### src/design/fpdiv_pkg.sv
package fpdiv_pkg;
  localparam int unsigned QuoBits = 25;
  localparam int unsigned SigBits = 24;
  localparam int unsigned ExpBits = 10;
  localparam int unsigned StepsPerStage = 5;
  localparam int unsigned NumStages = QuoBits / StepsPerStage;
  localparam logic signed [ExpBits-1:0] ExpBias = 10'sd127;
  localparam logic signed [ExpBits-1:0] ExpMaxN = 10'sd254;
  localparam logic [30:0] InfMag = 31'h7F80_0000;

  typedef struct packed {
    logic                      sign;
    logic signed [ExpBits-1:0] expo;
    logic [SigBits:0]          rem;
    logic [SigBits-1:0]        dvs;
    logic [QuoBits-1:0]        quo;
  } div_stage_t;
endpackage

### src/design/fp32_divider_unit.sv
// Single-precision divider, fully pipelined.
// Input channel s_axis: tdata = {divisor, dividend}, dividend in bits 31:0.
// Output channel m_axis: tdata = quotient word, tuser = is_normal flag.
// One item enters per cycle while s_axis_tready_o is high; an item passes through the
// unpack register, five registers of five restoring quotient steps each, and the round/pack
// output register before m_axis_tvalid_o; it lands in the unpack register at its accepting edge.
// Throughput is one item per clock while m_axis_tready_i stays high.
// A stage advances when it is empty or the stage after it advances; when the
// receiver stalls, full stages hold and s_axis_tready_o drops once every stage
// is full, so nothing is lost or repeated. Bubbles are squeezed out: a stage
// whose valid bit is clear accepts new data even during a stall.
// Reset (rst_ni low, asynchronous) clears all valid bits; payload is not reset.
// NaN, infinity, zero and subnormal inputs get no special handling.
module fp32_divider_unit (
  input  logic        clk_i,
  input  logic        rst_ni,
  input  logic        s_axis_tvalid_i,
  output logic        s_axis_tready_o,
  input  logic [63:0] s_axis_tdata_i,   // [31:0] dividend, [63:32] divisor
  output logic        m_axis_tvalid_o,
  input  logic        m_axis_tready_i,
  output logic [31:0] m_axis_tdata_o,   // [31:0] quotient
  output logic        m_axis_tuser_o    // [0] is_normal
);
  localparam int unsigned NS = fpdiv_pkg::NumStages;
  localparam int unsigned SB = fpdiv_pkg::SigBits;
  localparam int unsigned QB = fpdiv_pkg::QuoBits;
  localparam int unsigned EB = fpdiv_pkg::ExpBits;

  // stage 0 is unpack, 1..NS the division stages
  fpdiv_pkg::div_stage_t st_q [NS+1];
  fpdiv_pkg::div_stage_t st_d [NS+1];
  fpdiv_pkg::div_stage_t unp_d;
  logic [NS+1:0] vld_q;
  logic [NS+1:0] adv;
  logic [31:0] res_q, res_d;
  logic        nrm_q, nrm_d;

  // advance from the output backward
  always_comb begin
    adv[NS+1] = !vld_q[NS+1] || m_axis_tready_i;
    for (int k = NS; k >= 0; k--) adv[k] = !vld_q[k] || adv[k+1];
  end
  assign s_axis_tready_o = adv[0];
  assign m_axis_tvalid_o = vld_q[NS+1];
  assign m_axis_tdata_o  = res_q;
  assign m_axis_tuser_o  = nrm_q;

  // unpack and pre-normalize
  always_comb begin
    logic [31:0] a, b;
    logic [SB-1:0] x, y;
    logic signed [EB-1:0] e;
    a = s_axis_tdata_i[31:0];
    b = s_axis_tdata_i[63:32];
    x = {1'b1, a[22:0]};
    y = {1'b1, b[22:0]};
    e = $signed({2'b00, a[30:23]}) - $signed({2'b00, b[30:23]}) + fpdiv_pkg::ExpBias;
    unp_d.sign = a[31] ^ b[31];
    unp_d.dvs  = y;
    unp_d.quo  = '0;
    if (x < y) begin
      unp_d.rem  = {x, 1'b0};
      unp_d.expo = e - EB'(1);
    end else begin
      unp_d.rem  = {1'b0, x};
      unp_d.expo = e;
    end
  end

  // restoring steps, StepsPerStage per stage
  always_comb begin
    st_d[0] = unp_d;
    for (int s = 1; s <= NS; s++) begin
      logic [SB:0] r;
      logic [QB-1:0] q;
      r = st_q[s-1].rem;
      q = st_q[s-1].quo;
      for (int i = 0; i < fpdiv_pkg::StepsPerStage; i++) begin
        q = {q[QB-2:0], 1'b0};
        if (r >= {1'b0, st_q[s-1].dvs}) begin
          r = r - {1'b0, st_q[s-1].dvs};
          q[0] = 1'b1;
        end
        r = {r[SB-1:0], 1'b0};
      end
      st_d[s] = st_q[s-1];
      st_d[s].rem = r;
      st_d[s].quo = q;
    end
  end

  // round and pack
  always_comb begin
    logic signed [EB-1:0] e;
    logic [QB-1:0] q, qs, mask;
    logic sticky;
    logic [SB-1:0] rr;
    logic [30:0] mag;
    logic [4:0] sh;
    logic signed [EB-1:0] shs;
    e = st_q[NS].expo;
    q = st_q[NS].quo;
    sticky = |st_q[NS].rem;
    shs = EB'(1) - e;
    sh = (shs > EB'(QB)) ? 5'(QB) : shs[4:0];
    mask = (QB'(1) << sh) - QB'(1);
    qs = q >> sh;
    if (e >= $signed(EB'(1)) && e <= fpdiv_pkg::ExpMaxN) begin
      rr = q[QB-1:1] + SB'(q[0] & (sticky | q[1]));
      mag = {e[7:0], 23'd0} + {8'd0, rr[22:0]} + (31'(rr[23]) << 23) - 31'(32'h0080_0000);
    end else if (e > fpdiv_pkg::ExpMaxN) begin
      rr = '0;
      mag = fpdiv_pkg::InfMag;
    end else begin
      rr = qs[QB-1:1] + SB'(qs[0] & (sticky | (|(q & mask)) | qs[1]));
      mag = {7'd0, rr};
    end
    res_d = {st_q[NS].sign, mag};
    nrm_d = (mag[30:23] != 8'hFF) && (mag[30:23] != 8'h00);
  end

  always_ff @(posedge clk_i or negedge rst_ni) begin
    if (!rst_ni) begin
      vld_q <= '0;
    end else begin
      if (adv[0]) vld_q[0] <= s_axis_tvalid_i;
      for (int k = 1; k <= NS + 1; k++) begin
        if (adv[k]) vld_q[k] <= vld_q[k-1];
      end
    end
  end

  always_ff @(posedge clk_i) begin
    for (int k = 0; k <= NS; k++) begin
      if (adv[k]) st_q[k] <= st_d[k];
    end
    if (adv[NS+1]) begin
      res_q <= res_d;
      nrm_q <= nrm_d;
    end
  end
endmodule

### config.mk
export PLATFORM = sky130hd
export DESIGN_NAME = fp32_divider_unit
export DESIGN_NICKNAME = d
export VERILOG_FILES = /design/src/design/fpdiv_pkg.sv /design/src/design/fp32_divider_unit.sv
export SDC_FILE = /design/constraint.sdc
export NUM_CORES = 2
export LEC_CHECK = 0
export BUFFER_PORTS_ARGS = -buffer_cell sky130_fd_sc_hd__buf_2
export CAP_MARGIN = 20
export CORE_ASPECT_RATIO = 1.4
export CORE_MARGIN = 5
export CORE_UTILIZATION = 45
export CTS_CLUSTER_SIZE = 25
export DETAILED_ROUTE_END_ITERATION = 8
export PLACE_DENSITY = 0.62
export REMOVE_ABC_BUFFERS = 1
export SETUP_SLACK_MARGIN = 0.05
export SYNTH_ARGS = -nofsm -noshare
export SYNTH_HDL_FRONTEND = slang
export SYNTH_SLANG_ARGS = --single-unit
### constraint.sdc
create_clock -name clk_i -period 14.84 [get_ports clk_i]
set_input_delay 3.71 -clock clk_i [delete_from_list [all_inputs] [get_ports clk_i]]
set_output_delay 3.71 -clock clk_i [all_outputs]
set_load 0.01 [all_outputs]
# [After elaboration in Yosys (flattened, before gate mapping)]
# Memories as Yosys holds them, arrays and structs flattened.
# Cells that the tools add are included.
[classes] add_sub_neg=35 eq_ne=1 bitwise=7 shifts=2 reduce_logical=19 mux=66 n_lt_le_gt_ge=30
[op_table] cell="$ge A25 B24 Y1" n=25
[op_table] cell="$mux W24" n=25
[op_table] cell="$sub A24 B24 Y24" n=25
[op_table] cell="$mux W31" n=2
[op_table] cell="$reduce_or A25 Y1" n=2
[op_table] cell="$add A24 B1 Y24" n=2
[op_table] cell="$mux W1" n=37
[op_table] cell="$mux W35" n=1
[op_table] cell="$add A31 B23 Y31" n=1
[op_table] cell="$add A31 B24 Y31" n=1
[op_table] cell="$sub A31 B24 Y31 const B" n=1
[op_table] cell="$and A25 B25 Y25" n=1
[op_table] cell="$shl A1 B5 Y25 const A" n=1
[op_table] cell="$shr A25 B5 Y25" n=1
[op_table] cell="$sub A25 B2 Y25 const B" n=1
[op_table] cell="$lt A24 B24 Y1" n=1
[op_table] cell="$add A9 B8 Y10 const B" n=1
[op_table] cell="$ge A10 B2 Y1 const B" n=1
[op_table] cell="$gt A10 B5 Y1 const B" n=1
[op_table] cell="$gt A10 B9 Y1 const B" n=1
[op_table] cell="$le A10 B9 Y1 const B" n=1
[op_table] cell="$sub A10 B2 Y10 const B" n=1
[op_table] cell="$sub A2 B10 Y10 const A" n=1
[op_table] cell="$sub A8 B8 Y9" n=1
[op_table] cell="other kinds (9)" n=25
[totals] out_inout_bits=35 regBits=40 inputBits=68 memories=1 mem_bits_rw=510 wordCells=170
[mem_list] name="st_q" depth=6 word_bits=85 read_ports=6 rd_ports_with_merged_regs=0 wr=6 line_no="fp32_divider_unit.sv:31" source="fpdiv_pkg::div_stage_t st_q [NS+1];"

# [Logic depth before layout (Yosys ltp)]
# An unclocked memory read counts as a cell.
[logic_depth] depth_word=16 mapped_depth=76 mapped_depth_nobuf=69

# [Worst setup path after synthesis]
# OpenSTA, ideal clock, no wires.
[synth_timing] path_kind="reg2reg" startpoint="memory st_q[4][28] in the netlist's numbering" endpoint="memory st_q[5][53] in the netlist's numbering (data pin)" stages_incl_launch_ff=70 path_buffers=9 required_ns=14.578 synth_period_minus_slack_ns=14.674 setup_time_ns=0.262 slack_ns=0.166 t_arrival_ns=14.412 cell_sequence="edfxtp_1 inv_1 ha_1 a21o_1 a21oi_1 o21ai_1 o2111a_1 o311ai_1 a31o_1 buf_2 clkbuf_1 clkbuf_1 nand2_1 o21ai_0 ha_1 clkbuf_1 a211oi_1 nand3_1 [34 not listed] buf_2 nor2_1 a211o_1 ha_1 o21a_1 o21a_1 o21ai_0 a31o_2 a21o_1 a211o_1 a31oi_1 a221oi_1 o21ai_0 a22o_1 a211oi_4 inv_2 buf_4 mux2_1"
[synth_lines] element="start, declared" line_no="fp32_divider_unit.sv:31"

==> impl_metrics.py <==
metrics = {
    "status": {
        "result_of_the_run": "finished, final reports clean",
    },
    "placement": {
        "buffer_ports.inserted": 102,
        "globalplace.congestion": 0.964,
        "detailed_place_hpwl_um": 138000,
        "place_inst": 7970,
    },
    "cts": {
        "worst_setup_hold_path_clk_slew_ns": 0.07,
        "cts_made_buffers": 51,
        "clock_sinks": 441,
        "ctsRootBufferMaster": "sky130_fd_sc_hd__clkbuf_16",
        "cts_tree": "built",
        "cts_hold_buffers": 0,
        "cts_buffer_depth": 3,
        "cts_max_level": 2,
        "worst_skew_pair.late_latency_ns": 0.66,
    },
    "final_layout": {
        "area_delta_synth_final_pct": 15.3,
        "finalNetCount": 7258,
        "layout.area.seq_mm2": 0.0132,
        "diodes": 0,
        "fin_util_pct": 52.2,
        "drive_gt1_share_pct": 17.3,
        "filler_cell_count": 10800,
        "mostFrequentLayoutCell": "sky130_fd_sc_hd__ha_1",
        "multi_input_combinational_cell_area_mm2": 0.0373,
        "finalNonFillerCells": 8104,
        "mostFrequentLayoutCells": "sky130_fd_sc_hd__ha_1, sky130_fd_sc_hd__a21oi_1, sky130_fd_sc_hd__nand2_1",
    },
    "setup_path": {
        "slowest_stage": "sky130_fd_sc_hd__edfxtp_1",
        "cp_data_arrival_time_ns": 14.60,
        "delay_contributed_by_the_slowest_stage_of_the_critical_path_ns": 0.49,
        "worst-r2r-cell-count": 69,
        "timing.critical_path.mode_cell": "sky130_fd_sc_hd__buf_4",
        "path_class": "flop to flop",
        "critical_path.max_fanout": 10,
        "worstReg2RegStart": "st_q[0][43]",
        "critPathLaunchType": "flop",
        "crit_path_capture_type": "flop",
        "setup.reg_to_reg.worst_slack_ns": 0.60,
        "timing.rr.end": "st_q[1][53]",
        "cp.required_ns": 15.20,
    },
    "sta": {
        "shortest_period_the_worst_path_allows_ns": 14.24,
        "hold_slack_ns": 0.410,
        "maxSlewViolCount": 0,
        "final.setup_skew_ns": 0.0614,
        "number_of_failing_hold_endpoints_at_the_final_stage": 0,
        "tcrit_tclk_final_pct": 96.0,
        "worst-slew-pin-transition_ns": 1.05,
        "rsz_0062_raised_after_global_routing": "yes",
        "worst_slew_margin_rel_pct": 30.0,
        "setup_viol_count_final": 0,
        "max_freq_mhz": 70.2,
    },
    "floorplan": {
        "die-area_mm2": 0.122,
        "initial_core_util_pct": 45.3,
        "pin_count": 103,
        "floorplan.rows": 147,
        "floorplan.core_area_mm2": 0.115,
        "die-height_um": 412,
        "chipWidth_um": 297,
    },
    "detailed_routing": {
        "drt_iter0_drc": 2492,
        "route.vias.total": 48100,
        "wire_per_inst_um": 20.7,
        "drcViolationCount": 0,
        "vias_per_cell": 5.94,
        "firstDrtPassIters": 6,
        "detail-route-antenna-nets": 0,
        "wl_um": 168000,
    },
    "worst_hold_path": {
        "min_path_cells": 0,
        "hold_end": "st_q[5][21]",
        "hold_wc_path_type": "flop to flop",
        "worst_hold_startpoint": "st_q[4][16]",
    },
    "synth": {
        "seq_area_frac_synth_pct": 25.5,
        "netlist-cell-type-count": 102,
        "post_synth_instance_area_mm2": 0.0519,
        "synth_area_per_cell_um2": 8.55,
        "async_flop_share_pct": 1.59,
        "synthFlopType": "sky130_fd_sc_hd__edfxtp_1",
        "ys_seq_elements": 441,
        "synth_warn": 0,
        "syn_inst": 6068,
        "synth-edff-count": 434,
    },
    "global_route": {
        "grt-ovfl-total": 0,
        "pin_count_of_the_biggest_net_entering_global_routing": 70,
        "antenna_found_initial": 1,
        "number_of_global_route_vias_before_repair": 47700,
        "grt_pass1_wl_um": 255000,
        "grt_use_total_pct": 25.9,
    },
    "run": {
        "drv_cap": 0,
    },
}
per-stage QoR:
| step | worst slack [ns] | setup TNS (ns) | instance area (um2) |
|---|---|---|---|
| after floorplan | -2.22 | -92.07 | 51200 |
| after global placement | -0.915 | -26.05 | 57200 |
| after detailed placement | -0.857 | -27.52 | 57200 |
| after CTS | 0.0550 | 0 | 59000 |
| after global routing | -0.0720 | -0.255 | 59800 |
| final | 0.600 | 0 | 59800 |
critical path, delay by kind of cell, from the launching register on:
family / cells / cell delay [ns]
AO/OA/AOI/OAI: 40 / 7.48
buffers and inverters: 10 / 1.86
adder cells (fa/ha/maj): 5 / 1.55
multiplexers: 4 / 1.40
AND/OR/NAND/NOR: 10 / 1.12
flip-flops: 1 / 0.49
per-layer routing:
| layer | up-vias | part of all wire, % | global-route usage, % |
|---|---|---|---|
| met4 | 0 | 7.7 | 16.9 |
| met5 | - | 0 | 0 |
| met1 | 22700 | 35 | 25.5 |
| met2 | 1406 | 53 | 51.4 |
| met3 | 550 | 3.6 | 2.29 |
| li1 | 23500 | - | - |
logic make-up after synthesis:
kind of cell             share of synthesized area [%]
AO/OA/AOI/OAI                                     22.8
XOR/XNOR                                          9.36
adder cells (fa/ha/maj)                           15.0
buffers and inverters                             3.80
flip-flops                                        25.5
multiplexers                                      7.41
AND/OR/NAND/NOR                                   16.1
worst max path at each step:
stage / startpoint / to / slack (ns)
floorplan: st_q[4][28] / st_q[5][53] / -2.22
global placement: st_q[0][28] / st_q[1][67] / -0.92
detailed placement: st_q[0][28] / st_q[1][67] / -0.86
CTS: st_q[1][26] / st_q[2][52] / 0.05
global route: st_q[3][25] / st_q[4][72] / -0.07
finish: st_q[0][43] / st_q[1][53] / 0.60
flip-flops by register name (all words and copies together), names as in the netlist:
name / count
m_axis_tuser_o: 1
vld_q: 7
m_axis_tdata_o: 32
st_q: 401
repair_timing:
item / in CTS / in global routing
pin swaps: 1 / 35
resized for setup: 29 / 125
gates cloned: 0 / 4
setup endpoints to repair: 58 / 124
buffers inserted: 1 / 33
area by class of cell:
cell class                 instances  area share [%]
tap                             1490            3.12
timing repair inverter             1          0.0146
inverter                         358            2.29
sequential                       441            22.1
timing repair buffer             602            7.32
clock buffer                      60            2.24
clock inverter                    35           0.626
multi-input combinational       5117            62.3
Yosys cell counts (100+ instances only):
library cell               number  area share, %
sky130_fd_sc_hd__edfxtp_1     434             25
sky130_fd_sc_hd__nand3_1      131            1.3
sky130_fd_sc_hd__a21o_1       237            3.4
sky130_fd_sc_hd__nand2_1      535            3.9
sky130_fd_sc_hd__inv_1        344            2.5
sky130_fd_sc_hd__xnor2_1      370            6.2
sky130_fd_sc_hd__mux2_2       243            5.3
sky130_fd_sc_hd__xor2_1       184            3.1
sky130_fd_sc_hd__nor3_1       100           0.97
sky130_fd_sc_hd__a21oi_1      591            5.7
sky130_fd_sc_hd__nor2_1       463            3.4
sky130_fd_sc_hd__o21ai_0      410            4.0
sky130_fd_sc_hd__ha_1         610             15
Power is not shown: default switching activity piles up to over one toggle a cycle in this logic, so the estimate is an artifact.
